**src/rtl/complex_linear_prediction_extrapolator_unit_macros.svh**
```systemverilog
// assertion macros shared by the extrapolator rtl
`ifndef COMPLEX_LINEAR_PREDICTION_EXTRAPOLATOR_UNIT_MACROS_SVH
`define COMPLEX_LINEAR_PREDICTION_EXTRAPOLATOR_UNIT_MACROS_SVH

// same-cycle implication
`define CLPE_ASSERT_IMPLY(label, clk, rst, ante, cons) \
   label: assert property (@(posedge clk) disable iff (rst) (ante) |-> (cons)) \
      else $error("clpe check failed");

// next-cycle implication
`define CLPE_ASSERT_NEXT(label, clk, rst, ante, cons) \
   label: assert property (@(posedge clk) disable iff (rst) (ante) |=> (cons)) \
      else $error("clpe check failed");

`endif

```
**src/rtl/clpe_pkg.sv**
```systemverilog
// shared constants and types of the linear prediction extrapolator
`default_nettype none

package clpe_pkg;

   localparam int ORDER_MAX  = 32;
   localparam int IDX_W      = (ORDER_MAX > 1) ? $clog2(ORDER_MAX) : 1;
   localparam int FILL_W     = $clog2(ORDER_MAX + 1);
   localparam int STEP_W     = $clog2(2 * ORDER_MAX);
   localparam int SAMPLE_W   = 24;
   localparam int OP_W       = 2;
   localparam int TAP_W      = 5;
   localparam int ORDER_W    = 6;
   localparam int CSR_IDX_W  = 2;
   localparam int CSR_DATA_W = 6;
   localparam int FRAC_W     = 20;
   localparam int PROD_W     = 2 * SAMPLE_W;
   localparam int ACC_W      = PROD_W + 1 + IDX_W;

   typedef enum logic [OP_W-1:0] {
      OP_LOAD    = 2'd0,
      OP_PUSH    = 2'd1,
      OP_PREDICT = 2'd2
   } op_type;

   typedef enum logic [CSR_IDX_W-1:0] {
      REG_PRED_ORDER     = 2'd0,
      REG_COMPLEX_MODE   = 2'd1,
      REG_PREDICT_BEFORE = 2'd2
   } reg_index_type;

   typedef struct packed {
      logic signed [SAMPLE_W-1:0] re;
      logic signed [SAMPLE_W-1:0] im;
   } cplx_type;

   typedef enum logic [1:0] {
      HSEL_HOLD = 2'd0,
      HSEL_NEXT = 2'd1,
      HSEL_PREV = 2'd2,
      HSEL_LOAD = 2'd3
   } hist_sel_type;

   typedef struct packed {
      logic load;
      logic rotate;
   } coef_ctl_type;

   typedef struct packed {
      logic clear;
      logic tap_valid;
      logic cplx;
   } mac_ctl_type;

endpackage

`default_nettype wire

```
**src/rtl/clpe_coef_cell.sv**
```systemverilog
// one coefficient cell: holds a tap and rotates it round the ring
`default_nettype none

module clpe_coef_cell import clpe_pkg::*; (
   input  logic         clock,
   input  logic         reset,
   input  coef_ctl_type ctl,
   input  cplx_type     load_data,
   input  cplx_type     next_data,
   output cplx_type     data
);

   cplx_type data_ff;
   cplx_type data_in;

   always_comb begin
      priority if (ctl.load) begin
         data_in = load_data;
      end else if (ctl.rotate) begin
         data_in = next_data;
      end else begin
         data_in = data_ff;
      end
   end

   always_ff @(posedge clock) begin
      if (reset) begin
         data_ff <= '0;
      end else begin
         data_ff <= data_in;
      end
   end

   assign data = data_ff;

endmodule

`default_nettype wire

```
**config.mk**
```make
export PLATFORM = sky130hd
export DESIGN_NAME = clpe_coef_cell
export DESIGN_NICKNAME = d
export VERILOG_FILES = /design/src/rtl/complex_linear_prediction_extrapolator_unit_macros.svh /design/src/rtl/clpe_pkg.sv /design/src/rtl/clpe_coef_cell.sv
export SDC_FILE = /design/constraint.sdc
export NUM_CORES = 1
export LEC_CHECK = 0
export BUFFER_PORTS_ARGS = -buffer_cell sky130_fd_sc_hd__buf_2
export CAP_MARGIN = 20
export CORE_UTILIZATION = 42
export DETAILED_ROUTE_END_ITERATION = 6
export PLACE_DENSITY = 0.91
export SLEW_MARGIN = 40
export SYNTH_ARGS = -nofsm -noshare
export SYNTH_HDL_FRONTEND = slang
export SYNTH_SLANG_ARGS = --single-unit
```
**constraint.sdc**
```tcl
create_clock -name clock -period 1.4 [get_ports clock]
set_clock_uncertainty 0.2 [all_clocks]
set_input_delay 0.07 -clock clock [delete_from_list [all_inputs] [get_ports clock]]
set_output_delay 0.07 -clock clock [all_outputs]
set_load 0.05 [all_outputs]
```
### Word-level counts from Yosys, hierarchy flattened

Cells that the tools add are included.

* bits in registers: 48
* bits in latches: 0
* RAM bits: 0
* memory bits (read-only): 0
* input port bits: 100
* logic and storage cells: 5
* memories kept: 0

* add/sub/neg operators: 0
* multipliers: 0
* div/mod/pow operators: 0
* order comparisons: 0
* eq/ne operators: 0
* shift operators: 0
* mux-type cells: 2
* bitwise logic cells: 0
* reduce and logical (&&, ||, !) cells: 1

Operators with widths (count)
* two-way mux 48 bit: 2
* nonzero test 2 bit: 1

### Longest topological paths before layout

Gate-level depths: netlist (run 1).

* depth in word-level cells: 2
* depth in mapped cells: 5
* depth with buffers taken out: 2

### Worst setup path after synthesis (run 1)

Ideal clock, no wire load.

* path type: flip-flop to flip-flop
* from: register, netlist name data[28]
* to: register data_ff, in the netlist data[28]
* setup time: 79 ps
* data arrival time: 969 ps
* path slack: 152 ps
* stages on the path, launching flop included: 3
* path buffers: 0
* cell sequence: dfxtp_1 -> mux2i_1 -> a211oi_2

RTL lines
* to (signal assigned): RTL line clpe_coef_cell.sv:30 `data_ff <= data_in;`
* to (decl): RTL line clpe_coef_cell.sv:13 `cplx_type data_ff;`

### Final worst setup path (run 1)

* from: register data_ff, in the netlist data[33]
* to: output port data[33] (netlist bit)

RTL lines
* to (decl): RTL line clpe_coef_cell.sv:10 `output cplx_type data`

No word-level cell between the ends.

==> results.yml, run 1 <==
outcome:
  status: "completed"
cts:
  clk_latency_ps: 290
  post_cts_resized: 0
  clockRootBuffer: "clkbuf_8"
  clock-sinks: 48
  cts_buffer_depth: 2
  cts_buffers: 5
  h-tree-depth: 2
  cts_tree: "built"
  clk_pin_slew_ps: 90
worst_setup_path:
  cp.arrival_ps: 940
  r2r-end: "data[39]$_SDFFE_PP0P_"
  critPathTopFamily: "flip-flops"
  worstSetupStartpointType: "flip-flop"
  max_stage_delay_ps: 370
  end_kind: "primary output"
  critPathSlowestCell: "dfxtp_1"
  crit_chain: "buf_2"
  cp_max_fo: 2
  critical_path_class: "reg2out"
  r2r_start: "data[39]$_SDFFE_PP0P_"
  rrSetupSlack_ps: 320
  required_ps: 1130
  critPathBufInv: 1
  ff2ff_path_depth: 2
power:
  powerDensity_nw_per_um2: 880
  peakVddDrop_uv: 522
  power_leakage_nw: 1.95
place:
  pre_cts_ws_ps: 150
  gp_congestion: 0.684
  hpwl_um: 3920
  portBuffers: 147
timing:
  finalSetupTns_ps: 0
  relSlewSlack_pct: 65.3
  rsz0062_at_grt: "no"
  finalCriticalPeriod_ps: 1210
  hold_viol: 0
  final-max-slew-violation-count: 0
  finalSetupViolCount: 0
  worstMarginPinSlew_ps: 520
  setup_slack_ps: 188
  max_freq_ghz: 0.825
  holdWs_ps: 106
  finalCritPeriodShare_pct: 86.6
yosys:
  syn_avg_cell_area_um2: 10.5
  ys_ff_latch: 48
  yosys_warnings: 0
  yosysSeqAreaShare_pct: 42.7
  synth_area_um2: 2250
  synth_top_area_cell: "dfxtp_1"
  yosysUniqueCellTypes: 11
  synth_area_leaders: "dfxtp_1, mux2i_1, a211oi_1"
  yosys.area.top_type_share_pct: 42.7
  synthCells: 214
  syn_nets: 314
floorplanning:
  core_area_um2: 5140
  io_pins: 148
  die_width_um: 75.2
  start_util_pct: 43.8
  dieArea_um2: 5660
  std_cell_rows: 26
  die_height_um: 75.2
cells_and_area:
  layout_commonest_cell: "buf_2"
  fill_cells: 325
  fin_nets: 548
  syn_to_final_growth_pct: 80.4
  n_antenna_cell: 0
  final_cell_mix: "buf_2, dlygate4sd3_1, mux2i_1, nor2b_1, dfxtp_1"
  largest_register_ffs: 48
  drive_above_1_share_pct: 35.4
global_route:
  track_usage_pct: 29.9
  grt_pass1_wl_um: 12500
  overflow: 0
  antenna_found_initial: 0
  grt_max_degree: 49
  grt_pass1_vias: 2719
worst_hold_path:
  worstHoldStart: "reset"
  min_to: "data[21]$_SDFFE_PP0P_"
  min_delay_path_depth: 2
  hp-class: "in2reg"
route:
  wl_per_cell_um: 17.1
  first_iter_violations: 160
  vias_per_cell: 5.21
  wl_um: 8890
  post-route-drc-count: 0
  drt-pass1-iter-count: 4
  num_vias: 2706
  detail-route-antenna-nets: 0
run:
  maxCapViolCount: 0
## synthesized netlist by cell type
cell and count:
buf_1 2, a211oi_1 47, dfxtp_1 48, mux2i_1 48, inv_1 1, a211oi_2 1, buf_4 3, buf_2 2
clkbuf_1 11, nor2b_1 48, buf_12 3
## cells by family after synthesis
group                  synth area share, %
flip-flops                            42.7
AO/OA/AOI/OAI                         16.2
AND/OR/NAND/NOR                       13.3
multiplexers                          21.3
buffers and inverters                 6.44
## area by class of cell
class / instances / area [um2] / share of cell area, %
multi-input cells: 144 / 1150 / 28.2
inverters: 1 / 3.75 / 0.0924
clock buffers: 8 / 90.1 / 2.22
repair buffers: 248 / 1770 / 43.7
flip-flops and latches: 48 / 961 / 23.7
well taps: 70 / 87.6 / 2.16
## worst register-to-register path, delay by kind of cell (launching register included)
family	cells	cell delay [ps]
AO/OA/AOI/OAI	1	330
flip-flops	1	350
multiplexers	1	100
## per-stage QoR
stage / utilization [%] / instance area [um2] / power [W] / std cells
final: 79.0 / 4060 / 0.00357 / 519
after global routing: 79.0 / 4060 / 0.00370 / 519
after CTS: 79.0 / 4060 / 0.00352 / 519
after detailed placement: 58.5 / 3010 / 0.00250 / 415
after global placement: 58.5 / 3010 / 0.00247 / 415
after floorplan: - / 2250 / 0.00221 / 214
## routing by layer
layer	wire length, um	up-vias	global-route usage, %
met1	3290	1253	30.8
met4	322	0	16.0
li1	-	1241	-
met5	0	-	0
met3	734	40	9.50
met2	4550	172	54.0
## repair_timing
item                      in CTS  in global routing
hold buffers                  96                  0
setup buffers                  0                  0
hold endpoints to repair      48                  0
## worst max-delay path by stage
stage                          start                     to  slack [ps]  cells past startpoint
2_1_floorplan  data[28]$_SDFFE_PP0P_  data[28]$_SDFFE_PP0P_         150                      2
3_3_place_gp                  ctl[1]   data[7]$_SDFFE_PP0P_         230                      5
3_5_place_dp                  ctl[1]  data[33]$_SDFFE_PP0P_         150                      5
4_1_cts        data[17]$_SDFFE_PP0P_               data[17]         200                      1
5_1_grt        data[33]$_SDFFE_PP0P_               data[33]         130                      1
6_report       data[33]$_SDFFE_PP0P_               data[33]         190                      1
## report_power, final
group          internal, W  total [W]  switching, W  leakage, nW
clock network     0.000404   0.000843      0.000439       0.0455
registers          0.00147    0.00153     0.0000614        0.400
logic             0.000506    0.00120      0.000693         1.50
total              0.00238    0.00357       0.00119         1.95
No activity file was read; power rests on OpenSTA's default activity.
==> run 2: changes to the inputs <==
--- a/config.mk
+++ b/config.mk
@@ -7,6 +7,7 @@
 export LEC_CHECK = 0
 export BUFFER_PORTS_ARGS = -buffer_cell sky130_fd_sc_hd__buf_2
 export CAP_MARGIN = 20
+export CORE_ASPECT_RATIO = 1.4
 export CORE_UTILIZATION = 42
 export DETAILED_ROUTE_END_ITERATION = 6
 export PLACE_DENSITY = 0.91
==> run 2 against run 1 <==
Compared with the run above:
- worst setup slack got worse by 20 ps
- design area grew 0.65%
- core utilization increased by 0.22 points
- clock-buffer cell count is 1 lower
- largest power group unchanged
==> results.yml, run 2 (synthesis results as in run 1) <==
worst_setup_path:
  critical_path_class: "reg2out"
  cp_max_fo: 2
  rrSetupSlack_ps: 220
  critPathBufInv: 1
  worstSetupStartpointType: "flip-flop"
  critPathSlowestCell: "dfxtp_1"
  crit_chain: "buf_2"
  critPathTopFamily: "flip-flops"
  r2r-end: "data[38]$_SDFFE_PP0P_"
  r2r_start: "data[38]$_SDFFE_PP0P_"
  max_stage_delay_ps: 390
  required_ps: 1130
  ff2ff_path_depth: 2
  cp.arrival_ps: 960
  end_kind: "primary output"
global_route:
  grt_pass1_vias: 2800
  track_usage_pct: 30.6
  grt_pass1_wl_um: 13100
  antenna_found_initial: 0
  grt_max_degree: 49
  overflow: 0
outcome:
  status: "completed"
cts:
  h-tree-depth: 2
  holdBufCountCts: 96
  clk_pin_slew_ps: 90
  clk_latency_ps: 290
  cts_tree: "built"
  clockRootBuffer: "clkbuf_8"
  clock-sinks: 48
  post_cts_resized: 0
  cts_buffers: 5
  cts_buffer_depth: 2
  postCtsSetupBuffers: 0
route:
  vias_per_cell: 5.18
  detail-route-antenna-nets: 0
  post-route-drc-count: 0
  first_iter_violations: 207
  wl_um: 8780
  drt-pass1-iter-count: 4
  wl_per_cell_um: 17.0
  num_vias: 2673
cells_and_area:
  fill_cells: 295
  layout_commonest_cell: "buf_2"
  final_cell_mix: "buf_2, dlygate4sd3_1, mux2i_1, nor2b_1, dfxtp_1"
  syn_to_final_growth_pct: 81.6
  drive_above_1_share_pct: 36.0
  ff_latch_area_um2: 961
  largest_register_ffs: 48
  fin_nets: 549
  multi_input_area_um2: 1150
  n_antenna_cell: 0
power:
  power_leakage_nw: 1.97
  peakVddDrop_uv: 632
  powerDensity_nw_per_um2: 927
worst_hold_path:
  hp-class: "in2reg"
  min_delay_path_depth: 2
  min_to: "data[28]$_SDFFE_PP0P_"
  worstHoldStart: "reset"
place:
  hpwl_um: 4060
  gp_congestion: 0.710
  portBuffers: 147
  pre_cts_ws_ps: 136
floorplanning:
  std_cell_rows: 31
  die_width_um: 63.9
  dieArea_um2: 5660
  die_height_um: 88.6
  core_area_um2: 5160
  start_util_pct: 43.7
  io_pins: 148
run:
  maxCapViolCount: 0
timing:
  finalSetupViolCount: 0
  finalCriticalPeriod_ps: 1230
  worstMarginPinSlew_ps: 522
  max_freq_ghz: 0.812
  rsz0062_at_grt: "no"
  hold_viol: 0
  finalSetupTns_ps: 0
  finalCritPeriodShare_pct: 88.0
  setup_slack_ps: 168
  relSlewSlack_pct: 65.2
  final-max-slew-violation-count: 0
[run 2: worst max path at each step]
stage                                startpoint               endpoint  slack (ps)  cells after the start
after global routing      data[38]$_SDFFE_PP0P_               data[38]         140                      1
after global placement                   ctl[1]  data[38]$_SDFFE_PP0P_         200                      5
after CTS                  data[8]$_SDFFE_PP0P_                data[8]         200                      1
after floorplan           data[28]$_SDFFE_PP0P_  data[28]$_SDFFE_PP0P_         150                      2
final                     data[38]$_SDFFE_PP0P_               data[38]         170                      1
after detailed placement                 ctl[1]  data[15]$_SDFFE_PP0P_         140                      5
[run 2: metrics by stage]
| step | util [%] | std cells | area [um2] | hold slack, ps | total power [W] |
|---|---|---|---|---|---|
| 6_report | 79.3 | 516 | 4090 | 102 | 0.00379 |
| 5_1_grt | 79.3 | 516 | 4090 | 118 | 0.00394 |
| 4_1_cts | 79.2 | 516 | 4090 | 132 | 0.00376 |
| 3_5_place_dp | 58.1 | 412 | 3000 | 174 | 0.00250 |
| 3_3_place_gp | 58.1 | 412 | 3000 | 167 | 0.00247 |
| 2_1_floorplan | - | 214 | 2250 | 61.0 | 0.00221 |
[run 2: area by class of cell]
class / instances / share of cell area, %
multi-input combinational: 144 / 28.0
tap: 66 / 2.02
timing repair buffer: 249 / 43.3
clock inverter: 1 / 0.734
sequential: 48 / 23.5
inverter: 1 / 0.0918
clock buffer: 7 / 2.36
[run 2: per-layer routing]
layer	vias up	routed length [um]	global-route usage (%)
li1	1240	-	-
met1	1234	3150	31.0
met2	152	4510	55.2
met3	47	595	8.38
met4	0	523	19.8
met5	-	0	0
[run 2: power by group]
part           total, W  internal, W  switching, W
registers       0.00153      0.00147     0.0000599
logic           0.00119     0.000503      0.000687
clock network   0.00107     0.000630      0.000439
==> run 3: changes to the inputs <==
==> constraint.sdc (replaced) <==
create_clock -name clock -period 1.37 [get_ports clock]
set_clock_uncertainty 0.2 [all_clocks]
set_input_delay 0.0685 -clock clock [delete_from_list [all_inputs] [get_ports clock]]
set_output_delay 0.0685 -clock clock [all_outputs]
set_load 0.05 [all_outputs]
==> run 3 against run 2 <==
Compared with the run above:
- register-to-register slack better by 70 ps
- core utilization down 0.29 points
- non-clock buffer count unchanged
- global-route usage up 0.48 points
- hold slack worse by 13 ps
- worst setup slack worse by 23 ps
- clock power down 5%
- sequential power about the same
==> results.yml, run 3 (synthesis results as in run 1) <==
outcome:
  status: "completed"
route:
  first_iter_violations: 201
  wl_met2_um: 4510
  met1_length_um: 3150
  detail-route-antenna-nets: 0
  drt-pass1-iter-count: 4
  wl_um: 8840
  vias_per_cell: 5.25
  post-route-drc-count: 0
  wl_per_cell_um: 17.1
  wl_met3_um: 604
  num_vias: 2711
  top_layer_used: "met4"
cts:
  clockRootBuffer: "clkbuf_8"
  cts_buffers: 5
  clk_latency_ps: 300
  holdBufCountCts: 96
  clock-sinks: 48
  cts_buffer_depth: 2
  h-tree-depth: 2
  post_cts_resized: 0
  postCtsSetupBuffers: 0
  cts_tree: "built"
  clk_pin_slew_ps: 90
power:
  p_sw_share_pct: 32.8
  p_total_w: 0.00380
  internal_power_w: 0.00256
  switchingPower_w: 0.00125
  pwr-share-comb_pct: 32.2
  power_leakage_nw: 1.96
  peakVddDrop_uv: 694
  powerDensity_nw_per_um2: 934
  clock_power_share_pct: 26.7
  seq_power_share_pct: 41.1
worst_setup_path:
  critPathSlowestCell: "dfxtp_1"
  ff2ff_path_depth: 2
  critPathLaunch: "data[42]$_SDFFE_PP0P_"
  r2r-end: "data[42]$_SDFFE_PP0P_"
  cp.arrival_ps: 960
  required_ps: 1100
  critical_path_class: "reg2out"
  crit_chain: "buf_2"
  cp_max_fo: 2
  rrSetupSlack_ps: 290
  max_stage_delay_ps: 380
  critPathBufInv: 1
  critPathTopFamily: "flip-flops"
  end_kind: "primary output"
  r2r_start: "data[42]$_SDFFE_PP0P_"
  worstSetupStartpointType: "flip-flop"
place:
  pre_cts_ws_ps: 99.9
  dp.cells: 412
  placed_area_um2: 3000
  hpwl_um: 4020
  gp_congestion: 0.710
  portBuffers: 147
global_route:
  overflow: 0
  grt_pass1_wl_um: 13400
  antenna_found_initial: 0
  grt_max_degree: 49
  track_usage_pct: 31.1
  grt_pass1_vias: 2768
floorplanning:
  die_width_um: 63.9
  std_cell_rows: 31
  start_util_pct: 43.7
  core_area_um2: 5160
  io_pins: 148
  die_height_um: 88.6
  dieArea_um2: 5660
timing:
  final-max-slew-violation-count: 0
  finalSetupTns_ps: 0
  hold_viol: 0
  finalCritPeriodShare_pct: 89.4
  setup_slack_ps: 145
  worstMarginPinSlew_ps: 514
  finalCriticalPeriod_ps: 1230
  rsz0062_at_grt: "no"
  max_freq_ghz: 0.816
  relSlewSlack_pct: 65.7
  finalSetupViolCount: 0
run:
  maxCapViolCount: 0
cells_and_area:
  largest_register_ffs: 48
  n_antenna_cell: 0
  final_cell_mix: "buf_2, dlygate4sd3_1, mux2i_1, nor2b_1, dfxtp_1"
  fin_nets: 549
  final_area_um2: 4070
  fin_cells: 516
  layout_commonest_cell: "buf_2"
  drive_above_1_share_pct: 36.0
  syn_to_final_growth_pct: 80.9
worst_hold_path:
  min_to: "data[16]$_SDFFE_PP0P_"
  hp-class: "in2reg"
  min_delay_path_depth: 2
  worstHoldStart: "reset"
run 3: cell type report:
class                   instances  area [um2]
multi-input cells             144        1150
clock inverters                 3        42.5
well taps                      66        82.6
fillers                       329        1080
repair buffers                249        1770
flip-flops and latches         48         961
inverters                       1        3.75
clock buffers                   5        68.8
run 3: power groups by stage:
| stage | Clock (W) | Combinational [W] | Sequential, W |
|---|---|---|---|
| 6_report | 0.00102 | 0.00122 | 0.00156 |
| 5_1_grt | 0.00109 | 0.00129 | 0.00157 |
| 4_1_cts | 0.00102 | 0.00118 | 0.00155 |
| 3_5_place_dp | 0 | 0.000966 | 0.00158 |
| 3_3_place_gp | 0 | 0.000947 | 0.00158 |
| 2_1_floorplan | 0 | 0.000305 | 0.00196 |
run 3: worst max path at each step:
| stage | end | cells after the start | slack [ps] |
|---|---|---|---|
| after floorplan | data[28]$_SDFFE_PP0P_ | 2 | 120 |
| after global placement | data[38]$_SDFFE_PP0P_ | 5 | 180 |
| after detailed placement | data[12]$_SDFFE_PP0P_ | 5 | 100 |
| after CTS | data[8] | 1 | 180 |
| after global routing | data[37] | 1 | 90 |
| final | data[42] | 1 | 140 |
run 3: routing by layer:
layer	global-route usage (%)	up-vias
li1	-	1240
met1	32.2	1245
met2	55.8	171
met3	7.35	55
met4	20.9	0
met5	0	-
run 3: through the flow:
stage	util, %	hold WS [ps]
after floorplan	-	59.5
after global placement	58.1	166
final	79.0	88.6
after detailed placement	58.1	173
after global routing	79.0	89.1
after CTS	78.9	135
